## src/rtl/eiph_pkg.sv

```systemverilog
// Shared types and constants for the Ethernet/IP header parser.
// Used by every module of the block; depends on nothing else.

package eiph_pkg;

    // EtherType codes.
    localparam logic [15:0] ETH_IPV4 = 16'h0800;
    localparam logic [15:0] ETH_IPV6 = 16'h86DD;

    // Protocol and next-header codes.
    localparam logic [7:0] NH_TCP   = 8'd6;
    localparam logic [7:0] NH_UDP   = 8'd17;
    localparam logic [7:0] NH_ICMP6 = 8'd58;
    localparam logic [7:0] NH_NONE  = 8'd59;

    // Layer-3 kind codes reported with each verdict.
    localparam logic [1:0] L3_OTHER = 2'd0;
    localparam logic [1:0] L3_IPV4  = 2'd1;
    localparam logic [1:0] L3_IPV6  = 2'd2;

    // Frame geometry.
    localparam logic [16:0] MAX_FRAME_BYTES = 17'd65535;
    localparam logic [16:0] COUNT_MAX       = 17'h1FFFF;
    localparam logic [16:0] ETH_HDR_BYTES   = 17'd14;
    localparam logic [16:0] ETYPE_HI_POS    = 17'd12;
    localparam logic [16:0] ETYPE_LO_POS    = 17'd13;
    localparam logic [16:0] IP_VIH_POS      = 17'd0;
    localparam logic [16:0] IPV4_PROTO_POS  = 17'd9;
    localparam logic [16:0] IPV6_NH_POS     = 17'd6;
    localparam logic [16:0] IPV6_CHAIN_POS  = 17'd7;
    localparam logic [15:0] IPV6_HDR_BYTES  = 16'd40;
    localparam logic [15:0] IPV4_HDR_MIN    = 16'd20;
    localparam logic [15:0] TCP_HDR_MIN     = 16'd20;
    localparam logic [15:0] UDP_HDR_MIN     = 16'd8;
    localparam logic [3:0]  IPV4_VERSION    = 4'd4;
    localparam logic [3:0]  IPV6_VERSION    = 4'd6;
    localparam logic [3:0]  IHL_MIN         = 4'd5;
    localparam logic [8:0]  TCP_FLAG_MASK   = 9'h1FF;

    // Register map.
    localparam logic       REG_IDX_MAX_EXT = 1'b0;
    localparam logic [3:0] MAX_EXT_RESET   = 4'd10;

    // Transport words: ports, UDP length, TCP offset/flags word.
    typedef logic [3:0][15:0] word4_t;

    // Per-frame parse state.
    typedef struct packed {
        logic [16:0] cnt;
        logic [15:0] ether;
        logic [7:0]  vih;
        logic [7:0]  nh;
        logic [15:0] neo;
        logic [3:0]  hop;
        logic        stopped;
        logic [7:0]  elb;
        word4_t      words;
    } track_state_t;

    localparam track_state_t TRACK_CLEAR = '{
        cnt:     17'd0,
        ether:   16'd0,
        vih:     8'd0,
        nh:      8'd0,
        neo:     IPV6_HDR_BYTES,
        hop:     4'd0,
        stopped: 1'b0,
        elb:     8'd0,
        words:   '0
    };

    // One verdict.
    typedef struct packed {
        logic        packet_ok;
        logic [15:0] ether_type;
        logic [1:0]  l3_kind;
        logic [7:0]  l4_protocol;
        logic [3:0]  ext_headers_skipped;
        logic        l4_fields_valid;
        logic [15:0] source_port;
        logic [15:0] dest_port;
        logic [8:0]  tcp_flag_bits;
    } result_t;

endpackage

```

## src/rtl/eiph_track.sv

```systemverilog
// Per-byte frame tracker: byte count, EtherType, IP header fields,
// IPv6 extension chain walk and transport word capture. Uses eiph_pkg.

module eiph_track (
    input  logic                 clk,
    input  logic                 rst_n,
    input  logic                 accept,
    input  logic [7:0]           data_byte,
    input  logic                 clear,
    input  logic [3:0]           max_ext,
    output eiph_pkg::track_state_t st
);
    import eiph_pkg::*;

    track_state_t st_reg;
    track_state_t st_next;
    track_state_t cur;
    logic [16:0]  q;
    logic [8:0]   len_plus1;
    logic         chain_end;

    // Store one transport byte if it falls on a port, length or flags position.
    function automatic word4_t capture(input word4_t words, input logic [16:0] pos,
                                       input logic [15:0] off, input logic [7:0] b);
        word4_t      res;
        logic [16:0] d;
        logic [1:0]  w;
        res = words;
        d   = pos - {1'b0, off};
        w   = (d >= 17'd12) ? 2'd3 : d[2:1];
        if (pos >= {1'b0, off} && (d < 17'd6 || d == 17'd12 || d == 17'd13))
        begin
            if (!d[0])
            begin
                res[w][15:8] = b;
            end
            else
            begin
                res[w][7:0] = b;
            end
        end
        return res;
    endfunction

    // Next state for one accepted byte; a finished frame starts from clear.
    always_comb
    begin
        cur       = clear ? TRACK_CLEAR : st_reg;
        st_next   = cur;
        q         = cur.cnt - ETH_HDR_BYTES;
        len_plus1 = {1'b0, data_byte} + 9'd1;
        chain_end = (cur.nh == NH_TCP) || (cur.nh == NH_UDP) ||
                    (cur.nh == NH_ICMP6) || (cur.nh == NH_NONE);

        if (cur.cnt == ETYPE_HI_POS)
        begin
            st_next.ether = {data_byte, 8'h00};
        end
        else if (cur.cnt == ETYPE_LO_POS)
        begin
            st_next.ether = cur.ether | {8'h00, data_byte};
        end
        else if (cur.cnt >= ETH_HDR_BYTES)
        begin
            if (cur.ether == ETH_IPV4)
            begin
                if (q == IP_VIH_POS)
                begin
                    st_next.vih = data_byte;
                end
                else
                begin
                    if (q == IPV4_PROTO_POS)
                    begin
                        st_next.nh = data_byte;
                    end
                    st_next.words = capture(cur.words, q, {10'd0, cur.vih[3:0], 2'b00},
                                            data_byte);
                end
            end
            else if (cur.ether == ETH_IPV6)
            begin
                if (q == IP_VIH_POS)
                begin
                    st_next.vih = data_byte;
                end
                else if (q == IPV6_NH_POS)
                begin
                    st_next.nh = data_byte;
                end
                else if (q >= IPV6_CHAIN_POS)
                begin
                    // The walk stops at a final header or at the hop limit.
                    if (!cur.stopped && !(cur.hop >= max_ext || chain_end))
                    begin
                        if (q == {1'b0, cur.neo})
                        begin
                            st_next.elb = data_byte;
                        end
                        else if (q == {1'b0, cur.neo} + 17'd1)
                        begin
                            st_next.neo = cur.neo + {4'b0000, len_plus1, 3'b000};
                            st_next.nh  = cur.elb;
                            st_next.hop = cur.hop + 4'd1;
                        end
                    end
                    else
                    begin
                        st_next.stopped = 1'b1;
                        st_next.words   = capture(cur.words, q, cur.neo, data_byte);
                    end
                end
            end
        end

        if (cur.cnt != COUNT_MAX)
        begin
            st_next.cnt = cur.cnt + 17'd1;
        end
    end

    // State register; cleared once a frame's verdict has been taken.
    always_ff @(posedge clk or negedge rst_n)
    begin
        if (!rst_n)
        begin
            st_reg <= TRACK_CLEAR;
        end
        else if (accept)
        begin
            st_reg <= st_next;
        end
        else if (clear)
        begin
            st_reg <= TRACK_CLEAR;
        end
    end

    assign st = st_reg;

endmodule

```

## src/rtl/eiph_judge.sv

```systemverilog
// Verdict logic: turns the tracker state after a frame's last byte into
// one result. Uses eiph_pkg.

module eiph_judge (
    input  eiph_pkg::track_state_t st,
    input  logic [3:0]             max_ext,
    output eiph_pkg::result_t      res
);
    import eiph_pkg::*;

    typedef struct packed {
        logic        pass;
        logic        valid;
        logic [15:0] sp;
        logic [15:0] dp;
        logic [8:0]  flags;
    } l4_t;

    logic [15:0] r;
    logic [5:0]  t;
    logic        dispatch;
    l4_t         l4;

    // TCP or UDP header check over tl transport bytes.
    function automatic l4_t l4_eval(input logic [7:0] proto, input logic [15:0] tl,
                                    input word4_t words);
        l4_t        o;
        logic [5:0] hl;
        o  = '0;
        hl = {words[3][15:12], 2'b00};
        o.pass = 1'b1;
        if (proto == NH_TCP)
        begin
            if (tl < TCP_HDR_MIN || {10'd0, hl} < TCP_HDR_MIN || tl < {10'd0, hl})
            begin
                o.pass = 1'b0;
            end
            else
            begin
                o.valid = 1'b1;
                o.sp    = words[0];
                o.dp    = words[1];
                o.flags = words[3][8:0] & TCP_FLAG_MASK;
            end
        end
        else if (proto == NH_UDP)
        begin
            if (tl < UDP_HDR_MIN || words[2] < UDP_HDR_MIN)
            begin
                o.pass = 1'b0;
            end
            else
            begin
                o.valid = 1'b1;
                o.sp    = words[0];
                o.dp    = words[1];
            end
        end
        return o;
    endfunction

    always_comb
    begin
        res      = '0;
        l4       = '0;
        dispatch = 1'b0;
        r        = 16'(st.cnt - ETH_HDR_BYTES);
        t        = {st.vih[3:0], 2'b00};

        // Runts and over-long frames fail with every field zero.
        if (st.cnt >= ETH_HDR_BYTES && st.cnt <= MAX_FRAME_BYTES)
        begin
            res.packet_ok  = 1'b1;
            res.ether_type = st.ether;
            if (st.ether == ETH_IPV4)
            begin
                res.l3_kind = L3_IPV4;
                if (r < IPV4_HDR_MIN || st.vih[7:4] != IPV4_VERSION || st.vih[3:0] < IHL_MIN)
                begin
                    res.packet_ok = 1'b0;
                end
                else
                begin
                    res.l4_protocol = st.nh;
                    // The transport check only decides which fields are shown.
                    if ((st.nh == NH_TCP || st.nh == NH_UDP) && r > {10'd0, t})
                    begin
                        l4 = l4_eval(st.nh, r - {10'd0, t}, st.words);
                        if (l4.pass)
                        begin
                            res.l4_fields_valid = l4.valid;
                            res.source_port     = l4.sp;
                            res.dest_port       = l4.dp;
                            res.tcp_flag_bits   = l4.flags;
                        end
                    end
                end
            end
            else if (st.ether == ETH_IPV6)
            begin
                res.l3_kind = L3_IPV6;
                if (r < IPV6_HDR_BYTES || st.vih[7:4] != IPV6_VERSION)
                begin
                    res.packet_ok = 1'b0;
                end
                else
                begin
                    res.l4_protocol         = st.nh;
                    res.ext_headers_skipped = st.hop;
                    if (st.hop < max_ext)
                    begin
                        if (st.neo >= r)
                        begin
                            res.packet_ok = 1'b0;
                        end
                        else if (st.nh == NH_TCP || st.nh == NH_UDP || st.nh == NH_ICMP6)
                        begin
                            dispatch = 1'b1;
                        end
                        else if (st.nh != NH_NONE)
                        begin
                            res.packet_ok = 1'b0;
                        end
                    end
                    else
                    begin
                        dispatch = 1'b1;
                    end

                    if (dispatch)
                    begin
                        if (r <= st.neo)
                        begin
                            res.packet_ok = 1'b0;
                        end
                        else
                        begin
                            l4 = l4_eval(st.nh, r - st.neo, st.words);
                            if (!l4.pass)
                            begin
                                res.packet_ok = 1'b0;
                            end
                            else
                            begin
                                res.l4_fields_valid = l4.valid;
                                res.source_port     = l4.sp;
                                res.dest_port       = l4.dp;
                                res.tcp_flag_bits   = l4.flags;
                            end
                        end
                    end
                end
            end
        end
    end

endmodule

```

## src/rtl/ethernet_ip_header_parser.sv

```systemverilog
// Top level of the Ethernet/IPv4/IPv6 header parser: configuration port,
// byte channel, verdict queue. Uses eiph_pkg, eiph_track and eiph_judge.

// The parser takes one frame byte per clock cycle on the data channel while
// data_stall is low, starting at the destination MAC, and gives one verdict
// beat per frame on the result channel. Each byte updates the registered
// frame state; the verdict is formed from that state on the cycle after the
// last byte is taken and is then written into the queue behind result_valid.
// Up to three verdicts are held in that small queue while result_stall is
// high; data_stall rises only when the queue and the verdict in flight fill
// those three places, so back-to-back frames of any length stream at one byte
// per cycle while result_stall stays low. The max_ext_headers register sits
// at byte address 0 and resets to ten; write it only between frames.

module ethernet_ip_header_parser (
    input  logic        clk,
    input  logic        rst_n,

    input  logic        psel,
    input  logic        penable,
    input  logic        pwrite,
    input  logic [2:0]  paddr,
    input  logic [31:0] pwdata,
    output logic [31:0] prdata,
    output logic        pready,

    input  logic        data_valid,
    output logic        data_stall,
    input  logic [7:0]  data_byte,
    input  logic        last_byte,

    output logic        result_valid,
    input  logic        result_stall,
    output logic        packet_ok,
    output logic [15:0] ether_type,
    output logic [1:0]  l3_kind,
    output logic [7:0]  l4_protocol,
    output logic [3:0]  ext_headers_skipped,
    output logic        l4_fields_valid,
    output logic [15:0] source_port,
    output logic [15:0] dest_port,
    output logic [8:0]  tcp_flag_bits
);
    import eiph_pkg::*;

    localparam int RQ_DEPTH = 3;
    localparam int RQ_PTR_W = $clog2(RQ_DEPTH);
    localparam int RQ_CNT_W = $clog2(RQ_DEPTH + 1);

    logic [3:0]          max_ext_reg;
    logic                pend_reg;
    logic                data_accept;
    logic                push;
    logic                pop;
    track_state_t        st;
    result_t             verdict;
    result_t             rq_reg [RQ_DEPTH];
    result_t             head;
    logic [RQ_PTR_W-1:0] wptr_reg;
    logic [RQ_PTR_W-1:0] rptr_reg;
    logic [RQ_CNT_W-1:0] count_reg;
    logic [RQ_CNT_W-1:0] count_next;

    // Configuration register.
    assign pready = 1'b1;

    always_ff @(posedge clk or negedge rst_n)
    begin
        if (!rst_n)
        begin
            max_ext_reg <= MAX_EXT_RESET;
        end
        else if (psel && penable && pwrite && paddr[2] == REG_IDX_MAX_EXT)
        begin
            max_ext_reg <= pwdata[3:0];
        end
    end

    assign prdata = (paddr[2] == REG_IDX_MAX_EXT) ? {28'd0, max_ext_reg} : 32'd0;

    // Byte channel: stall only when no room is left for another verdict.
    assign data_stall  = ({1'b0, count_reg} + {{RQ_CNT_W{1'b0}}, pend_reg}) >=
                         (RQ_CNT_W + 1)'(RQ_DEPTH);
    assign data_accept = data_valid && !data_stall;

    always_ff @(posedge clk or negedge rst_n)
    begin
        if (!rst_n)
        begin
            pend_reg <= 1'b0;
        end
        else
        begin
            pend_reg <= data_accept && last_byte;
        end
    end

    // Frame tracker and verdict logic.
    eiph_track u_track (
        .clk       (clk),
        .rst_n     (rst_n),
        .accept    (data_accept),
        .data_byte (data_byte),
        .clear     (pend_reg),
        .max_ext   (max_ext_reg),
        .st        (st)
    );

    eiph_judge u_judge (
        .st      (st),
        .max_ext (max_ext_reg),
        .res     (verdict)
    );

    // Verdict queue.
    assign push = pend_reg;
    assign pop  = result_valid && !result_stall;

    always_comb
    begin
        count_next = count_reg;
        if (push && !pop)
        begin
            count_next = count_reg + RQ_CNT_W'(1);
        end
        else if (pop && !push)
        begin
            count_next = count_reg - RQ_CNT_W'(1);
        end
    end

    always_ff @(posedge clk or negedge rst_n)
    begin
        if (!rst_n)
        begin
            wptr_reg  <= '0;
            rptr_reg  <= '0;
            count_reg <= '0;
        end
        else
        begin
            count_reg <= count_next;
            if (push)
            begin
                wptr_reg <= (wptr_reg == RQ_PTR_W'(RQ_DEPTH - 1)) ? '0 :
                            wptr_reg + RQ_PTR_W'(1);
            end
            if (pop)
            begin
                rptr_reg <= (rptr_reg == RQ_PTR_W'(RQ_DEPTH - 1)) ? '0 :
                            rptr_reg + RQ_PTR_W'(1);
            end
        end
    end

    always_ff @(posedge clk)
    begin
        if (push)
        begin
            rq_reg[wptr_reg] <= verdict;
        end
    end

    // Result channel driven from the head of the queue.
    assign head                = rq_reg[rptr_reg];
    assign result_valid        = (count_reg != '0);
    assign packet_ok           = head.packet_ok;
    assign ether_type          = head.ether_type;
    assign l3_kind             = head.l3_kind;
    assign l4_protocol         = head.l4_protocol;
    assign ext_headers_skipped = head.ext_headers_skipped;
    assign l4_fields_valid     = head.l4_fields_valid;
    assign source_port         = head.source_port;
    assign dest_port           = head.dest_port;
    assign tcp_flag_bits       = head.tcp_flag_bits;

endmodule

```

## config.mk

```make
export PLATFORM = sky130hd
export DESIGN_NAME = ethernet_ip_header_parser
export DESIGN_NICKNAME = d
export VERILOG_FILES = /design/src/rtl/eiph_pkg.sv /design/src/rtl/eiph_track.sv /design/src/rtl/eiph_judge.sv /design/src/rtl/ethernet_ip_header_parser.sv
export SDC_FILE = /design/constraint.sdc
export NUM_CORES = 1
export LEC_CHECK = 0
export BUFFER_PORTS_ARGS = -buffer_cell sky130_fd_sc_hd__clkbuf_2
export CAP_MARGIN = 0
export CORE_MARGIN = 10
export CORE_UTILIZATION = 50
export CTS_CLUSTER_SIZE = 14
export DETAILED_ROUTE_END_ITERATION = 8
export GPL_ROUTABILITY_DRIVEN = 0
export PLACE_DENSITY_LB_ADDON = 0.05
export REMOVE_ABC_BUFFERS = 1
export SLEW_MARGIN = 10
export SYNTH_ARGS = -nofsm -noshare
export SYNTH_HDL_FRONTEND = slang
export SYNTH_SLANG_ARGS = --single-unit
```

## constraint.sdc

```tcl
create_clock -name clk -period 7.93 [get_ports clk]
set_input_delay 0.3965 -clock clk [delete_from_list [all_inputs] [get_ports clk]]
set_output_delay 0.3965 -clock clk [all_outputs]
set_load 0.03 [all_outputs]
```

==> metrics.csv, run 1 <==
metric,value,unit
"top cells by area, synth","edfxtp_1 30%, dfrtp_1 16%, mux2i_1 5.1%, nand2_1 4.3%, ha_1 4.1%",
Synth top area share,0.300,
final worst slack,1520,ps
predominant post-synthesis flop cell,edfxtp_1,
TritonCTS clock tree,yes,
max-slew violations,0,
top-count cell post-synth,nand2_1,
RSZ-0062 raised after global routing,no,
Power Total,6.29,mW
DR vias,16800,
GRT overflow,0,
Clock Path Buffers,3,
Initial Util,0.507,
max-cap viol count,0,
"Hold Vio Cnt, Final",0,
ant diodes,0,
Routed met3 length,3270,µm
remaining antenna violation count after routing,0,
CTS root buf,clkbuf_16,
drt first pass iters,5,
crit share post-route,0.808,
clock latency on the worst-skew pair,580,ps
core area,43200,µm²
Final Skew,24.4,ps
crit path time final,6410,ps
Post-CTS Resized,0,
Slew headroom,0.308,
setup TNS,0,ps
Top Ports,159,
Placement Setup Slack,1690,ps
Die Y,229,µm
max FFs per register,219,
CP peak stage delay,760,ps
initial antenna violation count,0,
pwr/cell area,261,nW/µm²
CTS sink count,366,
crit path kind,flip-flop to flip-flop,
top layer used by detailed routing,met4,
# Post-CTS Setup Buffers,0,
hold_ws,58.4,ps
worst path cell trace,clkinv_2 -> nand2_1 -> clkinv_1 -> ha_1 -> a2111oi_4 -> mux2_2 -> inv_1 -> ha_1 -> a21oi_1 -> o21ai_0 -> a211oi_1 -> o211ai_1 -> a2111oi_4 -> nand4_2 -> a2111oi_2 -> nand4_2 -> o32ai_4 -> mux2_4,
Fill cells,3921,
endpoints failing setup,0,
drt drc,0,
critical path arrival,6870,ps
Critical Path Fanout Max,39,
Worst Tran Pin Value,1020,ps
DRT iter0 DRCs,1460,
final WL,59900,µm
Critical-path top delay cell,a2111oi_4,
DIE WIDTH,229,µm
CP Capture Type,flip-flop,
largest net degree at the start of global routing,96,
synth cell count leaders,"252 x nand2_1, 219 x edfxtp_1, 153 x o21ai_0, 143 x dfrtp_1, 128 x nor2_1",
cell family with most CP delay,compound AO/OA/AOI/OAI gates,
leading area contributor after synthesis,edfxtp_1,
Num CTS Buffers,40,
status,"finished, final reports clean",
synthesized flop and latch total,366,
Max VDD drop,226,µV
PortBufs,99,
Post-CTS Hold Fix Bufs,1,
Final nets,2346,
register area share after synthesis,0.469,
vias in the first global route,16300,
"Data required, critical path",8390,ps
vias per cell,5.94,
Unique masters post-synth,103,
Hold Path Class,primary input to flip-flop,
dpl hpwl,42300,µm
Metal-1 WL,26600,µm
Post-synth EDFFs,219,
buffer and inverter count on the worst path,3,
Mapped Area,21900,µm²
"CTS clk-pin slew, worst paths",60,ps
proportion of layout cells with a drive suffix above 1,0.121,
fmax,0.156,GHz
routed len/inst,21.1,µm
first-pass GRT wire length,94000,µm
Layout area overhead,10.0,%
metal2 WL,28000,µm
Syn Inst Count,2178,
syn avg cell area,10.1,µm²
# rows,76,
Leakage Power,9.75,nW
Total GRT Usage,0.223,
Post-synth ARST share,0.402,
DIE AREA,52600,µm²
htree depth,2,
startpoint types,flip-flop,
YS warnings,0,
==> worst reg2reg max path, delay by kind of cell, from the launching register on <==
| kind | cells | cell delay (ps) |
|---|---|---|
| multiplexers | 2 | 810 |
| AND/OR/NAND/NOR | 3 | 750 |
| AO/OA/AOI/OAI | 8 | 3040 |
| flip-flops | 1 | 710 |
| buffers and inverters | 3 | 380 |
| adder cells (fa/ha/maj) | 2 | 630 |
==> final timing paths <==
kind	startpoint	end	slack [ps]	depth (start not counted)
setup / recovery	pend_reg$_DFF_PN0_	u_track.st[13]$_DFF_PN0_	1520	18
hold / removal	pwdata[3]	max_ext_reg[3]$_DFFE_PN1P_	60	2
setup reg to reg	pend_reg$_DFF_PN0_	u_track.st[13]$_DFF_PN0_	1520	18
hold reg to reg	u_track.st[17]$_DFF_PN0_	u_track.st[17]$_DFF_PN0_	490	1
max in group asynchronous	rst_n	u_track.st[118]$_DFF_PN0_	6100	3
min in group asynchronous	rst_n	u_track.st[139]$_DFF_PN0_	490	2
==> kinds of logic after synthesis <==
group                      count (synthesis)  share of synthesized area
and+or+nand+nor                          830                      0.196
AOI/OAI and AO/OA                        451                      0.142
DFF                                      366                      0.469
buffers and inverters                    228                     0.0460
muxes                                    142                     0.0673
xor gates and xnor gates                  81                     0.0337
adders and majority gates                 78                     0.0457
other                                      2                   0.000343
==> placed cells by master, fill, tap and decap left out, drive strengths merged, types with 68 or more instances in the layout <==
cell    Yosys  final
a21oi      68     68
clkbuf     94    150
nand2     254    254
dfrtp     143    143
and2       74     74
mux2i     112    112
edfxtp    219    219
inv        72     72
ha         72     72
nor2      128    128
o21ai     153    153
==> per-stage QoR <==
stage	utilization	instances	cell area, µm²
6_report	0.558	2834	24100
3_3_place_gp	0.527	2761	22700
5_1_grt	0.558	2834	24100
2_1_floorplan	-	2055	21300
4_1_cts	0.558	2834	24100
3_5_place_dp	0.527	2761	22700
==> power breakdown <==
group	internal, mW	leakage [nW]	switching [mW]
Clock	1.12	0.654	0.780
Sequential	2.19	4.03	0.155
Combinational	0.606	5.07	1.43
==> layer usage <==
metal | vias to the layer above | global-route usage
met4 | 0 | 0.0850
met2 | 557 | 0.361
li1 | 7998 | -
met1 | 8178 | 0.297
met3 | 114 | 0.0325
met5 | - | 0
==> final cells by class <==
cell class,count,area (µm²),area share
inverters,78,294,0.0122
well taps,585,732,0.0304
repair buffers,122,677,0.0281
clock buffers,52,1070,0.0443
multi-input cells,1611,10800,0.447
flip-flops and latches,366,10300,0.426
clock inverters,20,275,0.0114
No activity file was read; power rests on OpenSTA's default activity.
==> run 2, diff against run 1 <==
==> constraint.sdc (replaced) <==
create_clock -name clk -period 5.65 [get_ports clk]
set_input_delay 0.2825 -clock clk [delete_from_list [all_inputs] [get_ports clk]]
set_output_delay 0.2825 -clock clk [all_outputs]
set_load 0.03 [all_outputs]
==> run 2 against run 1 <==
Against the previous run: total power grew 41%; maximum frequency grew 19%; via count grew 1.3%; critical endpoint is now u_track.st[50]$_DFF_PN0_.
==> metrics.csv, run 2 (same netlist as run 1, synthesis figures left out) <==
metric,value,unit
max-cap viol count,0,
Initial Util,0.507,
dpl cells,2821,
clock latency on the worst-skew pair,590,ps
initial antenna violation count,1,
drt first pass iters,6,
Psw,3.36,mW
crit share post-route,0.951,
final WL,61200,µm
CTS sink count,366,
first-pass GRT wire length,94800,µm
DR vias,17100,
routed len/inst,21.1,µm
Die Y,229,µm
proportion of layout cells with a drive suffix above 1,0.146,
Gate power share,0.336,
Final nets,2413,
"commonest non-fill, non-tap cell in the layout",nand2_1,
Leakage Power,10.1,nW
fmax,0.186,GHz
crit path time final,5370,ps
"CTS clk-pin slew, worst paths",60,ps
DIE AREA,52600,µm²
Critical Path Fanout Max,6,
vias per cell,5.88,
core area,43200,µm²
Final Skew,34.3,ps
area of the multi-input gates,10800,µm²
ant diodes,0,
# rows,76,
startpoint types,flip-flop,
setup TNS,0,ps
Num CTS Buffers,40,
critical path arrival,5850,ps
CTS root buf,clkbuf_16,
CP Capture Type,flip-flop,
Max VDD drop,316,µV
Clock Path Buffers,3,
"Data required, critical path",6130,ps
remaining antenna violation count after routing,0,
DIE WIDTH,229,µm
Fill cells,3821,
Seq pwr share,0.370,
GRT overflow,0,
FF/Latch Area,10300,µm²
largest net degree at the start of global routing,84,
dpl hpwl,43700,µm
status,"finished, final reports clean",
Total GRT Usage,0.225,
R2R cell count,20,
drt drc,0,
DRT iter0 DRCs,1200,
"Hold Vio Cnt, Final",0,
Worst Tran Pin Value,1080,ps
htree depth,2,
max FFs per register,219,
PortBufs,99,
Hold Path Class,primary input to flip-flop,
"commonest non-fill, non-tap cells in the layout","252 x nand2_1, 219 x edfxtp_1, 153 x o21ai_0",
Final Core Density,0.570,
Int Power,5.52,mW
Layout area overhead,12.5,%
Switching Share,0.378,
pwr/cell area,361,nW/µm²
TritonCTS clock tree,yes,
endpoints failing setup,0,
hold_ws,84.9,ps
vias in the first global route,16500,
Clk pwr share,0.294,
max-slew violations,0,
crit path kind,flip-flop to flip-flop,
Layout Cells excl Fill,2903,
RSZ-0062 raised after global routing,no,
worst hold path cell count,4,
Slew headroom,0.274,
Top Ports,159,
## run 2: changes by cell type in the layout (fill, tap and decap cells not counted), moves of 2 or more
cell           change
buf_12             +2
bufinv_16          -2
clkinvlp_4         +4
clkinv_1           +3
dlygate4sd3_1      +7
clkbuf_1           -6
buf_4             +58
clkinv_2           +2
## run 2: critical path, stage by stage, from the launching register on
cell and delay (ps):
dfrtp_4 470, clkinv_2 70, nand2_1 80, clkinv_1 80, ha_1 270, a2111o_1 510
buf_4 200, nor4_1 250, mux2i_1 450, ha_1 370, nand2_1 70, nand4b_1 130
o221ai_1 170, a211oi_1 370, mux2i_2 550, a2111oi_4 140, buf_4 210, nand4_1 100
o31a_1 330, buf_4 230, mux2i_1 220
## run 2: layout make-up
| cell class | count | share of cell area |
|---|---|---|
| Multi-Input combinational cell | 1611 | 0.438 |
| Clock buffer | 48 | 0.0439 |
| Inverter | 78 | 0.0119 |
| Timing Repair Buffer | 189 | 0.0496 |
| Sequential cell | 366 | 0.417 |
| Tap cell | 585 | 0.0297 |
| Clock inverter | 26 | 0.0100 |
## run 2: power groups by stage
stage / clock (mW) / combinational [mW] / sequential (mW)
after detailed placement: 0 / 3.00 / 3.34
after global routing: 2.76 / 3.25 / 3.32
final: 2.61 / 2.99 / 3.29
after global placement: 0 / 2.97 / 3.33
after floorplan: 0 / 1.96 / 3.42
after CTS: 2.67 / 3.02 / 3.29
## run 2: final timing paths
path / endpoint / start / slack (ps)
setup / recovery: u_track.st[50]$_DFF_PN0_ / pend_reg$_DFF_PN0_ / 280
hold / removal: rptr_reg[1]$_DFFE_PN0P_ / result_stall / 80
setup reg to reg: u_track.st[50]$_DFF_PN0_ / pend_reg$_DFF_PN0_ / 280
hold reg to reg: u_track.st[17]$_DFF_PN0_ / u_track.st[17]$_DFF_PN0_ / 480
max in group asynchronous: u_track.st[122]$_DFF_PN0_ / rst_n / 4330
min in group asynchronous: u_track.st[87]$_DFF_PN0_ / rst_n / 210
## run 2: timing repair
action | in CTS | in global routing
endpoints found under the hold margin | 52 | 0
setup endpoints to repair | 0 | 137
hold buffers | 8 | 0
resized for setup | 0 | 4
buffers inserted | 0 | 0
## run 2: metal layers
| metal | share of wire | wire length (µm) | track usage |
|---|---|---|---|
| met5 | 0.00021 | 13 | 0 |
| met4 | 0.043 | 2640 | 0.102 |
| met3 | 0.054 | 3320 | 0.0410 |
| met2 | 0.46 | 28200 | 0.363 |
| met1 | 0.44 | 27000 | 0.292 |
## run 2: per-stage QoR
stage	instance area, µm²	setup WS [ps]	total power, mW
2_1_floorplan	21300	-4180	5.38
3_3_place_gp	23200	381	6.30
3_5_place_dp	23200	268	6.34
4_1_cts	24600	231	8.98
5_1_grt	24600	5.20	9.33
6_report	24600	279	8.88
